==> config.mk <==
export PLATFORM = sky130hd
export DESIGN_NAME = incubator_climate_control_top_flat
export DESIGN_NICKNAME = d
export VERILOG_FILES = /design/src/rtl/core/icc_pkg.sv /design/src/rtl/core/icc_req_if.sv /design/src/rtl/core/icc_rsp_if.sv /design/src/rtl/core/incubator_climate_control_top.sv /design/src/rtl/core/icc_csr.sv /design/src/rtl/core/icc_input_stage.sv /design/src/rtl/core/icc_control.sv /design/src/flat_wrapper.sv
export SDC_FILE = /design/constraint.sdc
export NUM_CORES = 1
export LEC_CHECK = 0
export ABC_AREA = 1
export BUFFER_PORTS_ARGS = -buffer_cell sky130_fd_sc_hd__buf_2
export CORE_ASPECT_RATIO = 0.8
export CORE_MARGIN = 2
export CORE_UTILIZATION = 55
export CTS_CLUSTER_DIAMETER = 60
export DETAILED_ROUTE_END_ITERATION = 10
export PLACE_DENSITY = 0.73
export SLEW_MARGIN = 20
export SYNTH_ARGS = -nofsm -noshare
export SYNTH_HDL_FRONTEND = slang
export SYNTH_HIERARCHICAL = 1
export SYNTH_SLANG_ARGS = --single-unit
==> constraint.sdc <==
create_clock -name clock -period 4.01 [get_ports clock]
set_input_delay 1.203 -clock clock [delete_from_list [all_inputs] [get_ports clock]]
set_output_delay 1.203 -clock clock [all_outputs]
set_load 0.03 [all_outputs]
==> src/rtl/core/icc_pkg.sv <==
// Package for the incubator climate controller.
// Holds field widths, register indexes, reset values and shared types.
// No dependencies.
package icc_pkg;

   localparam int TEMP_W     = 15;
   localparam int HUM_W      = 10;
   localparam int TCORR_W    = 16;
   localparam int HCORR_W    = 12;
   localparam int TCMP_W     = 17;
   localparam int CSR_IDX_W  = 3;
   localparam int CSR_DATA_W = 14;

   localparam logic [CSR_IDX_W-1:0] CSR_TARGET_TEMP     = 3'd0;
   localparam logic [CSR_IDX_W-1:0] CSR_TEMP_HYST       = 3'd1;
   localparam logic [CSR_IDX_W-1:0] CSR_TEMP_OFFSET     = 3'd2;
   localparam logic [CSR_IDX_W-1:0] CSR_AUX_THRESHOLD   = 3'd3;
   localparam logic [CSR_IDX_W-1:0] CSR_TARGET_HUMIDITY = 3'd4;
   localparam logic [CSR_IDX_W-1:0] CSR_HUMIDITY_HYST   = 3'd5;
   localparam logic [CSR_IDX_W-1:0] CSR_HUMIDITY_OFFSET = 3'd6;

   localparam logic [13:0]        RST_TARGET_TEMP     = 14'd3750;
   localparam logic [9:0]         RST_TEMP_HYST       = 10'd50;
   localparam logic signed [10:0] RST_TEMP_OFFSET     = 11'sd0;
   localparam logic [10:0]        RST_AUX_THRESHOLD   = 11'd200;
   localparam logic [9:0]         RST_TARGET_HUMIDITY = 10'd600;
   localparam logic [9:0]         RST_HUMIDITY_HYST   = 10'd100;
   localparam logic signed [8:0]  RST_HUMIDITY_OFFSET = 9'sd0;

   localparam logic signed [TEMP_W-1:0]  TEMP_MARK_LO = -15'sd6500;
   localparam logic signed [TEMP_W-1:0]  TEMP_MARK_HI = 15'sd13500;
   localparam logic signed [HCORR_W-1:0] HUM_MARK_LO  = -12'sd200;
   localparam logic signed [HCORR_W-1:0] HUM_MARK_HI  = 12'sd1200;

   typedef struct packed {
      logic [13:0]        target_temp;
      logic [9:0]         temp_hysteresis;
      logic signed [10:0] temp_offset;
      logic [10:0]        aux_heat_threshold;
      logic [9:0]         target_humidity;
      logic [9:0]         humidity_hysteresis;
      logic signed [8:0]  humidity_offset;
   } cfg_type;

   typedef struct packed {
      logic                       valid;
      logic signed [TCORR_W-1:0]  temp;
      logic signed [HCORR_W-1:0]  humidity;
      logic                       humidity_valid;
   } sample_type;

endpackage

==> src/rtl/core/icc_req_if.sv <==
// Input channel of the incubator climate controller: one sample item.
// Depends on icc_pkg for field widths.
interface icc_req_if;
   logic                                   valid;
   logic                                   ready;
   logic signed [icc_pkg::TEMP_W-1:0]      temp_sample;
   logic        [icc_pkg::HUM_W-1:0]       humidity_sample;
   logic                                   humidity_valid;

   modport source (output valid, temp_sample, humidity_sample, humidity_valid,
                   input ready);
   modport sink   (input valid, temp_sample, humidity_sample, humidity_valid,
                   output ready);
endinterface

==> src/rtl/core/icc_rsp_if.sv <==
// Result channel of the incubator climate controller: relay drives and extremes.
// Depends on icc_pkg for field widths.
interface icc_rsp_if;
   logic                                  valid;
   logic                                  ready;
   logic                                  heater_on;
   logic                                  aux_heater_on;
   logic                                  cooler_on;
   logic                                  humidifier_on;
   logic                                  out_of_range_alarm;
   logic signed [icc_pkg::TEMP_W-1:0]     max_temp;
   logic signed [icc_pkg::TEMP_W-1:0]     min_temp;
   logic signed [icc_pkg::HCORR_W-1:0]    max_humidity;
   logic signed [icc_pkg::HCORR_W-1:0]    min_humidity;

   modport source (output valid, heater_on, aux_heater_on, cooler_on, humidifier_on,
                   out_of_range_alarm, max_temp, min_temp, max_humidity,
                   min_humidity, input ready);
   modport sink   (input valid, heater_on, aux_heater_on, cooler_on, humidifier_on,
                   out_of_range_alarm, max_temp, min_temp, max_humidity,
                   min_humidity, output ready);
endinterface

==> src/rtl/core/incubator_climate_control_top.sv <==
// Top level of the incubator climate controller.
// Depends on icc_pkg, icc_req_if, icc_rsp_if, icc_csr, icc_input_stage, icc_control.
//
// The req_bus channel takes one item per cycle unless stalled: a temperature sample in
// hundredths of a degree, a humidity sample in tenths of a percent and a
// humidity valid flag. Each item gives exactly one result item on rsp_bus:
// the four relay drives, the out-of-range alarm and the running extremes.
// An item passes an input register, where the calibration offsets are added, and
// then the result register, where the thermostat and humidistat state is updated
// and which drives rsp_bus; one item a cycle is sustained while results are taken.
// The relay state and the result register are the same flip-flops, so each item
// sees the state left by the one before it. When the receiver stalls, the result
// holds and one further item waits in the input register; req_bus.ready then
// falls until the result is taken. Reset clears both stages, turns all relays off,
// sets the alarm, loads the extremes with their limits and restores every register
// to its default. Registers are written through csr_wr_en, csr_index and csr_wdata;
// the user must write them only while idle, as the block does not enforce it.
module incubator_climate_control_top (
   input  logic                            clock,
   input  logic                            reset,
   icc_req_if.sink                         req_bus,
   icc_rsp_if.source                       rsp_bus,
   input  logic                            csr_wr_en,
   input  logic [icc_pkg::CSR_IDX_W-1:0]   csr_index,
   input  logic [icc_pkg::CSR_DATA_W-1:0]  csr_wdata
);

   icc_pkg::cfg_type    cfg;
   icc_pkg::sample_type sample;
   logic                take;

   icc_csr u_csr (
      .clock     (clock),
      .reset     (reset),
      .csr_wr_en (csr_wr_en),
      .csr_index (csr_index),
      .csr_wdata (csr_wdata),
      .cfg       (cfg)
   );

   icc_input_stage u_input (
      .clock   (clock),
      .reset   (reset),
      .req_bus (req_bus),
      .cfg     (cfg),
      .take    (take),
      .sample  (sample)
   );

   icc_control u_control (
      .clock   (clock),
      .reset   (reset),
      .cfg     (cfg),
      .sample  (sample),
      .take    (take),
      .rsp_bus (rsp_bus)
   );

endmodule

==> src/rtl/core/icc_csr.sv <==
// Configuration registers of the incubator climate controller.
// Depends on icc_pkg for register indexes, reset values and cfg_type.
module icc_csr (
   input  logic                                clock,
   input  logic                                reset,
   input  logic                                csr_wr_en,
   input  logic [icc_pkg::CSR_IDX_W-1:0]       csr_index,
   input  logic [icc_pkg::CSR_DATA_W-1:0]      csr_wdata,
   output icc_pkg::cfg_type                    cfg
);

   icc_pkg::cfg_type cfg_ff;
   icc_pkg::cfg_type cfg_in;

   always_comb begin
      cfg_in = cfg_ff;
      if (csr_wr_en) begin
         unique case (csr_index)
            icc_pkg::CSR_TARGET_TEMP:     cfg_in.target_temp         = csr_wdata[13:0];
            icc_pkg::CSR_TEMP_HYST:       cfg_in.temp_hysteresis     = csr_wdata[9:0];
            icc_pkg::CSR_TEMP_OFFSET:     cfg_in.temp_offset         = csr_wdata[10:0];
            icc_pkg::CSR_AUX_THRESHOLD:   cfg_in.aux_heat_threshold  = csr_wdata[10:0];
            icc_pkg::CSR_TARGET_HUMIDITY: cfg_in.target_humidity     = csr_wdata[9:0];
            icc_pkg::CSR_HUMIDITY_HYST:   cfg_in.humidity_hysteresis = csr_wdata[9:0];
            icc_pkg::CSR_HUMIDITY_OFFSET: cfg_in.humidity_offset     = csr_wdata[8:0];
            default: begin
            end
         endcase
      end
   end

   always_ff @(posedge clock) begin
      if (reset) begin
         cfg_ff.target_temp         <= icc_pkg::RST_TARGET_TEMP;
         cfg_ff.temp_hysteresis     <= icc_pkg::RST_TEMP_HYST;
         cfg_ff.temp_offset         <= icc_pkg::RST_TEMP_OFFSET;
         cfg_ff.aux_heat_threshold  <= icc_pkg::RST_AUX_THRESHOLD;
         cfg_ff.target_humidity     <= icc_pkg::RST_TARGET_HUMIDITY;
         cfg_ff.humidity_hysteresis <= icc_pkg::RST_HUMIDITY_HYST;
         cfg_ff.humidity_offset     <= icc_pkg::RST_HUMIDITY_OFFSET;
      end else begin
         cfg_ff <= cfg_in;
      end
   end

   assign cfg = cfg_ff;

endmodule

==> src/rtl/core/icc_input_stage.sv <==
// Input register of the incubator climate controller: applies the offsets.
// Depends on icc_pkg and icc_req_if.
module icc_input_stage (
   input  logic               clock,
   input  logic               reset,
   icc_req_if.sink            req_bus,
   input  icc_pkg::cfg_type   cfg,
   input  logic               take,
   output icc_pkg::sample_type sample
);

   icc_pkg::sample_type sample_ff;
   logic                load;
   logic signed [icc_pkg::TCORR_W-1:0] temp_sum;
   logic signed [icc_pkg::HCORR_W-1:0] hum_sum;

   assign req_bus.ready = !sample_ff.valid || take;
   assign load          = req_bus.valid && req_bus.ready;

   assign temp_sum = icc_pkg::TCORR_W'(req_bus.temp_sample) + icc_pkg::TCORR_W'(cfg.temp_offset);
   assign hum_sum  = $signed({2'b00, req_bus.humidity_sample})
                   + icc_pkg::HCORR_W'(cfg.humidity_offset);

   always_ff @(posedge clock) begin
      if (reset) begin
         sample_ff.valid <= 1'b0;
      end else if (load) begin
         sample_ff.valid <= 1'b1;
      end else if (take) begin
         sample_ff.valid <= 1'b0;
      end
      if (load) begin
         sample_ff.temp           <= temp_sum;
         sample_ff.humidity       <= hum_sum;
         sample_ff.humidity_valid <= req_bus.humidity_valid;
      end
   end

   assign sample = sample_ff;

endmodule

==> src/rtl/core/icc_control.sv <==
// Thermostat, humidistat and extreme tracking with the result register.
// Depends on icc_pkg and icc_rsp_if.
module icc_control (
   input  logic                clock,
   input  logic                reset,
   input  icc_pkg::cfg_type    cfg,
   input  icc_pkg::sample_type sample,
   output logic                take,
   icc_rsp_if.source           rsp_bus
);

   logic heating_ff, heating_in, cooling_ff, cooling_in, optimum_ff, optimum_in;
   logic heater_ff, heater_in, aux_ff, aux_in, cooler_ff, cooler_in, humid_ff, humid_in;
   logic signed [icc_pkg::TEMP_W-1:0]  temp_hi_ff, temp_hi_in, temp_lo_ff, temp_lo_in;
   logic signed [icc_pkg::HCORR_W-1:0] hum_hi_ff, hum_hi_in, hum_lo_ff, hum_lo_in;
   logic out_valid_ff;

   logic signed [icc_pkg::TCMP_W-1:0] t, tgt, lo_band, hi_band, aux_band;
   logic signed [icc_pkg::TEMP_W-1:0]  t_clamp;
   logic signed [icc_pkg::HCORR_W-1:0] h_clamp;

   assign take = sample.valid && (!out_valid_ff || rsp_bus.ready);

   assign t        = icc_pkg::TCMP_W'(sample.temp);
   assign tgt      = $signed({3'b000, cfg.target_temp});
   assign lo_band  = tgt - $signed({7'd0, cfg.temp_hysteresis});
   assign hi_band  = tgt + $signed({7'd0, cfg.temp_hysteresis});
   assign aux_band = tgt - $signed({6'd0, cfg.aux_heat_threshold});

   always_comb begin
      if (sample.temp < icc_pkg::TCORR_W'(icc_pkg::TEMP_MARK_LO)) begin
         t_clamp = icc_pkg::TEMP_MARK_LO;
      end else if (sample.temp > icc_pkg::TCORR_W'(icc_pkg::TEMP_MARK_HI)) begin
         t_clamp = icc_pkg::TEMP_MARK_HI;
      end else begin
         t_clamp = sample.temp[icc_pkg::TEMP_W-1:0];
      end
      if (sample.humidity < icc_pkg::HUM_MARK_LO) begin
         h_clamp = icc_pkg::HUM_MARK_LO;
      end else if (sample.humidity > icc_pkg::HUM_MARK_HI) begin
         h_clamp = icc_pkg::HUM_MARK_HI;
      end else begin
         h_clamp = sample.humidity;
      end
   end

   always_comb begin
      heating_in = heating_ff;
      cooling_in = cooling_ff;
      optimum_in = optimum_ff;
      heater_in  = heater_ff;
      aux_in     = aux_ff;
      cooler_in  = cooler_ff;
      temp_hi_in = (t_clamp > temp_hi_ff) ? t_clamp : temp_hi_ff;
      temp_lo_in = (t_clamp < temp_lo_ff) ? t_clamp : temp_lo_ff;
      hum_hi_in  = hum_hi_ff;
      hum_lo_in  = hum_lo_ff;
      humid_in   = 1'b0;

      if (t <= lo_band) begin
         cooler_in  = 1'b0;
         heater_in  = 1'b1;
         heating_in = 1'b1;
         cooling_in = 1'b0;
         optimum_in = 1'b0;
         if (t <= aux_band) begin
            aux_in = 1'b1;
         end
      end else if (t >= tgt && heating_ff) begin
         heater_in  = 1'b0;
         aux_in     = 1'b0;
         heating_in = 1'b0;
         optimum_in = 1'b1;
      end else if (t >= hi_band) begin
         heater_in  = 1'b0;
         aux_in     = 1'b0;
         cooler_in  = 1'b1;
         cooling_in = 1'b1;
         heating_in = 1'b0;
         optimum_in = 1'b0;
      end else if (t <= tgt && cooling_ff) begin
         cooler_in  = 1'b0;
         cooling_in = 1'b0;
         optimum_in = 1'b1;
      end
      if (optimum_in) begin
         heater_in = 1'b0;
         aux_in    = 1'b0;
         cooler_in = 1'b0;
      end

      if (sample.humidity_valid) begin
         hum_hi_in = (h_clamp > hum_hi_ff) ? h_clamp : hum_hi_ff;
         hum_lo_in = (h_clamp < hum_lo_ff) ? h_clamp : hum_lo_ff;
         humid_in  = sample.humidity < $signed({2'b00, cfg.target_humidity});
      end
   end

   always_ff @(posedge clock) begin
      if (reset) begin
         heating_ff   <= 1'b0;
         cooling_ff   <= 1'b0;
         optimum_ff   <= 1'b0;
         heater_ff    <= 1'b0;
         aux_ff       <= 1'b0;
         cooler_ff    <= 1'b0;
         humid_ff     <= 1'b0;
         temp_hi_ff   <= icc_pkg::TEMP_MARK_LO;
         temp_lo_ff   <= icc_pkg::TEMP_MARK_HI;
         hum_hi_ff    <= icc_pkg::HUM_MARK_LO;
         hum_lo_ff    <= icc_pkg::HUM_MARK_HI;
         out_valid_ff <= 1'b0;
      end else begin
         if (take) begin
            heating_ff <= heating_in;
            cooling_ff <= cooling_in;
            optimum_ff <= optimum_in;
            heater_ff  <= heater_in;
            aux_ff     <= aux_in;
            cooler_ff  <= cooler_in;
            humid_ff   <= humid_in;
            temp_hi_ff <= temp_hi_in;
            temp_lo_ff <= temp_lo_in;
            hum_hi_ff  <= hum_hi_in;
            hum_lo_ff  <= hum_lo_in;
         end
         if (take) begin
            out_valid_ff <= 1'b1;
         end else if (rsp_bus.ready) begin
            out_valid_ff <= 1'b0;
         end
      end
   end

   assign rsp_bus.valid              = out_valid_ff;
   assign rsp_bus.heater_on          = heater_ff;
   assign rsp_bus.aux_heater_on      = aux_ff;
   assign rsp_bus.cooler_on          = cooler_ff;
   assign rsp_bus.humidifier_on      = humid_ff;
   assign rsp_bus.out_of_range_alarm = !optimum_ff;
   assign rsp_bus.max_temp           = temp_hi_ff;
   assign rsp_bus.min_temp           = temp_lo_ff;
   assign rsp_bus.max_humidity       = hum_hi_ff;
   assign rsp_bus.min_humidity       = hum_lo_ff;

endmodule

==> src/flat_wrapper.sv <==
// flat-port wrapper written by rule: the top's interface ports become plain ports
module incubator_climate_control_top_flat 
  (clock, reset, csr_wr_en, csr_index, csr_wdata, req_bus_valid, req_bus_temp_sample, req_bus_humidity_sample, req_bus_humidity_valid, req_bus_ready, rsp_bus_valid, rsp_bus_heater_on, rsp_bus_aux_heater_on, rsp_bus_cooler_on, rsp_bus_humidifier_on, rsp_bus_out_of_range_alarm, rsp_bus_max_temp, rsp_bus_min_temp, rsp_bus_max_humidity, rsp_bus_min_humidity, rsp_bus_ready);
  icc_req_if req_bus_i ();
  icc_rsp_if rsp_bus_i ();
  input  logic clock;
  input  logic reset;
  input  logic csr_wr_en;
  input  logic [icc_pkg::CSR_IDX_W-1:0] csr_index;
  input  logic [icc_pkg::CSR_DATA_W-1:0] csr_wdata;
  input wire logic [$bits(req_bus_i.valid)-1:0] req_bus_valid;
  input wire logic [$bits(req_bus_i.temp_sample)-1:0] req_bus_temp_sample;
  input wire logic [$bits(req_bus_i.humidity_sample)-1:0] req_bus_humidity_sample;
  input wire logic [$bits(req_bus_i.humidity_valid)-1:0] req_bus_humidity_valid;
  output wire logic [$bits(req_bus_i.ready)-1:0] req_bus_ready;
  output wire logic [$bits(rsp_bus_i.valid)-1:0] rsp_bus_valid;
  output wire logic [$bits(rsp_bus_i.heater_on)-1:0] rsp_bus_heater_on;
  output wire logic [$bits(rsp_bus_i.aux_heater_on)-1:0] rsp_bus_aux_heater_on;
  output wire logic [$bits(rsp_bus_i.cooler_on)-1:0] rsp_bus_cooler_on;
  output wire logic [$bits(rsp_bus_i.humidifier_on)-1:0] rsp_bus_humidifier_on;
  output wire logic [$bits(rsp_bus_i.out_of_range_alarm)-1:0] rsp_bus_out_of_range_alarm;
  output wire logic [$bits(rsp_bus_i.max_temp)-1:0] rsp_bus_max_temp;
  output wire logic [$bits(rsp_bus_i.min_temp)-1:0] rsp_bus_min_temp;
  output wire logic [$bits(rsp_bus_i.max_humidity)-1:0] rsp_bus_max_humidity;
  output wire logic [$bits(rsp_bus_i.min_humidity)-1:0] rsp_bus_min_humidity;
  input wire logic [$bits(rsp_bus_i.ready)-1:0] rsp_bus_ready;
  assign req_bus_i.valid = req_bus_valid;
  assign req_bus_i.temp_sample = req_bus_temp_sample;
  assign req_bus_i.humidity_sample = req_bus_humidity_sample;
  assign req_bus_i.humidity_valid = req_bus_humidity_valid;
  assign req_bus_ready = req_bus_i.ready;
  assign rsp_bus_valid = rsp_bus_i.valid;
  assign rsp_bus_heater_on = rsp_bus_i.heater_on;
  assign rsp_bus_aux_heater_on = rsp_bus_i.aux_heater_on;
  assign rsp_bus_cooler_on = rsp_bus_i.cooler_on;
  assign rsp_bus_humidifier_on = rsp_bus_i.humidifier_on;
  assign rsp_bus_out_of_range_alarm = rsp_bus_i.out_of_range_alarm;
  assign rsp_bus_max_temp = rsp_bus_i.max_temp;
  assign rsp_bus_min_temp = rsp_bus_i.min_temp;
  assign rsp_bus_max_humidity = rsp_bus_i.max_humidity;
  assign rsp_bus_min_humidity = rsp_bus_i.min_humidity;
  assign rsp_bus_i.ready = rsp_bus_ready;
  incubator_climate_control_top u_core (.clock(clock), .reset(reset), .req_bus(req_bus_i), .rsp_bus(rsp_bus_i), .csr_wr_en(csr_wr_en), .csr_index(csr_index), .csr_wdata(csr_wdata));
endmodule
==> flow_metrics.env <==
export IMPL_startpoint_type="register"
export IMPL_fin_crit_sh_pct=95.69
export IMPL_wirelength_mm=34.32
export IMPL_path_max_fanout=4
export IMPL_avgSynthCellArea_um2=6.939
export IMPL_diodes=0
export IMPL_fin_skew_ps=13.76
export IMPL_drive_above_1_share_pct=14.99
export IMPL_critPathMaxStageDelay_ps=400
export IMPL_area_growth_synth_to_final_pct=15.41
export IMPL_root_buffer="clkbuf_16"
export IMPL_reg2reg_from="u_core/u_csr/cfg[51]$_SDFFE_PP0P_"
export IMPL_dr_pass1_iters=6
export IMPL_hpwl_mm=26.88
export IMPL_grt_pass1_wl_mm=54.11
export IMPL_cts_hold_buf=0
export IMPL_r2r_end="u_core/u_control/rsp_bus.heater_on$_SDFFE_PP0P_"
export IMPL_period_minus_slack_ps=3837
export IMPL_min_path_type="register to register"
export IMPL_tightest_slew_ps=834.6
export IMPL_slowest_stage="fa_2"
export IMPL_dieArea_um2=23600
export IMPL_syn_num_nets=2006
export IMPL_holdWs_ps=463.9
export IMPL_endpoint_kind="register"
export IMPL_cts_buffer_depth=2
export IMPL_reg2reg_setup_slack_ps=170
export IMPL_powerDensity_nw_per_um2=365.6
export IMPL_critPathArrivalTime_ps=4210
export IMPL_rows=48
export IMPL_cts_htree_levels=4
export IMPL_cap_violations=0
export IMPL_routedWlPerCell_um=15.50
export IMPL_finalSetupViolCount=0
export IMPL_holdPathStages=2
export IMPL_relSlewSlack_pct=44.16
export IMPL_postRouteAntennaNets=0
export IMPL_fmax_mhz=260.6
export IMPL_grt_pass1_vias=10680
export IMPL_status="finished clean"
export IMPL_drv_slew=0
export IMPL_netlist_instances=1774
export IMPL_avgViaCountPerCell=5.359
export IMPL_crit_type="register to register"
export IMPL_die_width_um=171.3
export IMPL_final_core_util_pct=65.34
export IMPL_drc=0
export IMPL_ir_drop_v=0.0003083
export IMPL_yosysWarnings=6
export IMPL_die_h_um=137.8
export IMPL_cts_sinks=157
export IMPL_finalPower_mw=5.194
export IMPL_finalSetupTns_ps=0
export IMPL_final_nets=2134
export IMPL_cts_made_buffers=17
export IMPL_clkTransAtPathRegs_ps=80
export IMPL_detail_route_iter0_violations=1017
export IMPL_antenna_found_initial=1
export IMPL_cts_tree="yes"
export IMPL_initial_core_util_pct=56.62
export IMPL_vias=11870
export IMPL_crit_top_cell="nand2_2"
export IMPL_cp_required_ps=4380
export IMPL_gr_total_overflow=0
export IMPL_globalplace_congestion=0.9203
export IMPL_grt_max_degree=49
export IMPL_rr_worst_depth=31
export IMPL_worstHoldEndpoint="u_core/u_csr/cfg[35]$_SDFFE_PP1P_"
export IMPL_ioPinCount=109
export IMPL_grt_usage_pct=29.34
export IMPL_clock_latency_ps=440
export IMPL_power_leakage_nw=7.376
export IMPL_syn_cell_area_um2=12310
export IMPL_min_from="u_core/u_csr/cfg[35]$_SDFFE_PP1P_"
export IMPL_finalHoldViolCount=0
export IMPL_core_um2=21740
export IMPL_port_buffers=108
## critical path, delay by kind of cell (launching register included)
family / cells / cell delay (ps)
buffers and inverters: 1 / 50
DFF: 1 / 370
AOI/OAI and AO/OA: 5 / 550
and+or+nand+nor: 22 / 2000
adders and majority gates: 3 / 800
## what timing repair did
action	CTS	global route
pin swaps	0	28
cloned	0	0
resized for setup	3	71
endpoints found under the setup margin	2	20
setup buffers	0	4
## cell type report
cell class / instances / area [um^2]
clock buffer: 18 / 450.4
sequential: 157 / 3447
inverter: 254 / 960.9
clock inverter: 14 / 158.9
timing repair buffer: 150 / 855.8
fill: 1985 / 7535
tap: 300 / 375.4
multi-input combinational: 1322 / 7958
## layout by cell type (no fill, tap or decap), types with 3 or more instances in the layout
cell type	n
buf_4	42
o21bai_1	5
xnor2_1	7
fa_1	3
nand3_2	8
nand4_1	45
nor3_1	8
o21ai_0	38
edfxtp_1	29
a21oi_2	10
ha_4	6
clkinvlp_4	4
xor2_1	37
a211oi_1	7
a31oi_1	4
o211ai_1	8
inv_6	5
nand2_2	22
nand2_1	407
inv_8	4
dfxtp_2	5
nand3_4	3
nor3_2	7
a21oi_1	105
a21o_1	3
nor2_2	8
nor2_4	4
clkbuf_16	18
o21ai_1	6
inv_2	14
nor2_1	226
inv_1	237
ha_1	172
nand3_1	143
buf_2	108
nand3b_1	4
dfxtp_1	121
## registers in the layout, summed over array words and instances (netlist names)
name                                    cells
u_core/u_control/rsp_bus.heater_on          1
u_core/u_control/rsp_bus.valid              1
u_core/u_input/sample                      30
u_core/u_control/rsp_bus.max_humidity      12
u_core/u_control/rsp_bus.min_humidity      12
u_core/u_control/rsp_bus.min_temp          15
u_core/u_control/heating_ff                 1
u_core/u_control/rsp_bus.humidifier_on      1
u_core/u_control/rsp_bus.max_temp          15
u_core/u_control/rsp_bus.cooler_on          1
u_core/u_csr/cfg                           65
u_core/u_control/optimum_ff                 1
u_core/u_control/cooling_ff                 1
u_core/u_control/rsp_bus.aux_heater_on      1
## metal layers
layer | track usage [%] | share of wire (%)
met5 | 0 | 0
met3 | 4.568 | 6.7
met4 | 6.733 | 1.4
met1 | 41.60 | 47
met2 | 46.98 | 45
## power breakdown
part           internal, mW  leakage (nW)  switching [mW]
clock                 0.925         0.294           0.765
sequential             1.74          1.33           0.120
combinational         0.579          5.76            1.06
total                  3.24          7.38            1.95
## worst max path at each step
stage	depth (start not counted)	start	slack [ps]	to
5_1_grt	30	u_core/u_csr/cfg[51]$_SDFFE_PP0P_	-110	u_core/u_control/rsp_bus.heater_on$_SDFFE_PP0P_
4_1_cts	28	u_core/u_csr/cfg[52]$_SDFFE_PP1P_	0.3	u_core/u_control/rsp_bus.aux_heater_on$_SDFFE_PP0P_
2_1_floorplan	7	rsp_bus_ready	270	u_core/u_input/sample[0]$_DFFE_PP_
3_3_place_gp	29	u_core/u_csr/cfg[61]$_SDFFE_PP0P_	70	u_core/u_control/rsp_bus.aux_heater_on$_SDFFE_PP0P_
6_report	31	u_core/u_csr/cfg[51]$_SDFFE_PP0P_	170	u_core/u_control/rsp_bus.heater_on$_SDFFE_PP0P_
3_5_place_dp	28	u_core/u_csr/cfg[61]$_SDFFE_PP0P_	-80	u_core/u_control/rsp_bus.aux_heater_on$_SDFFE_PP0P_
## per-stage QoR
| stage | worst slack, ps | instance area [um^2] | cells |
|---|---|---|---|
| after global routing | -107.5 | 14210 | 2215 |
| final | 173.0 | 14210 | 2215 |
| after CTS | 0.3055 | 13920 | 2211 |
| after global placement | 73.23 | 13300 | 2179 |
| after floorplan | 267.0 | 12310 | 1774 |
| after detailed placement | -81.69 | 13300 | 2179 |
Note: power is estimated with default switching activity, not from simulation.
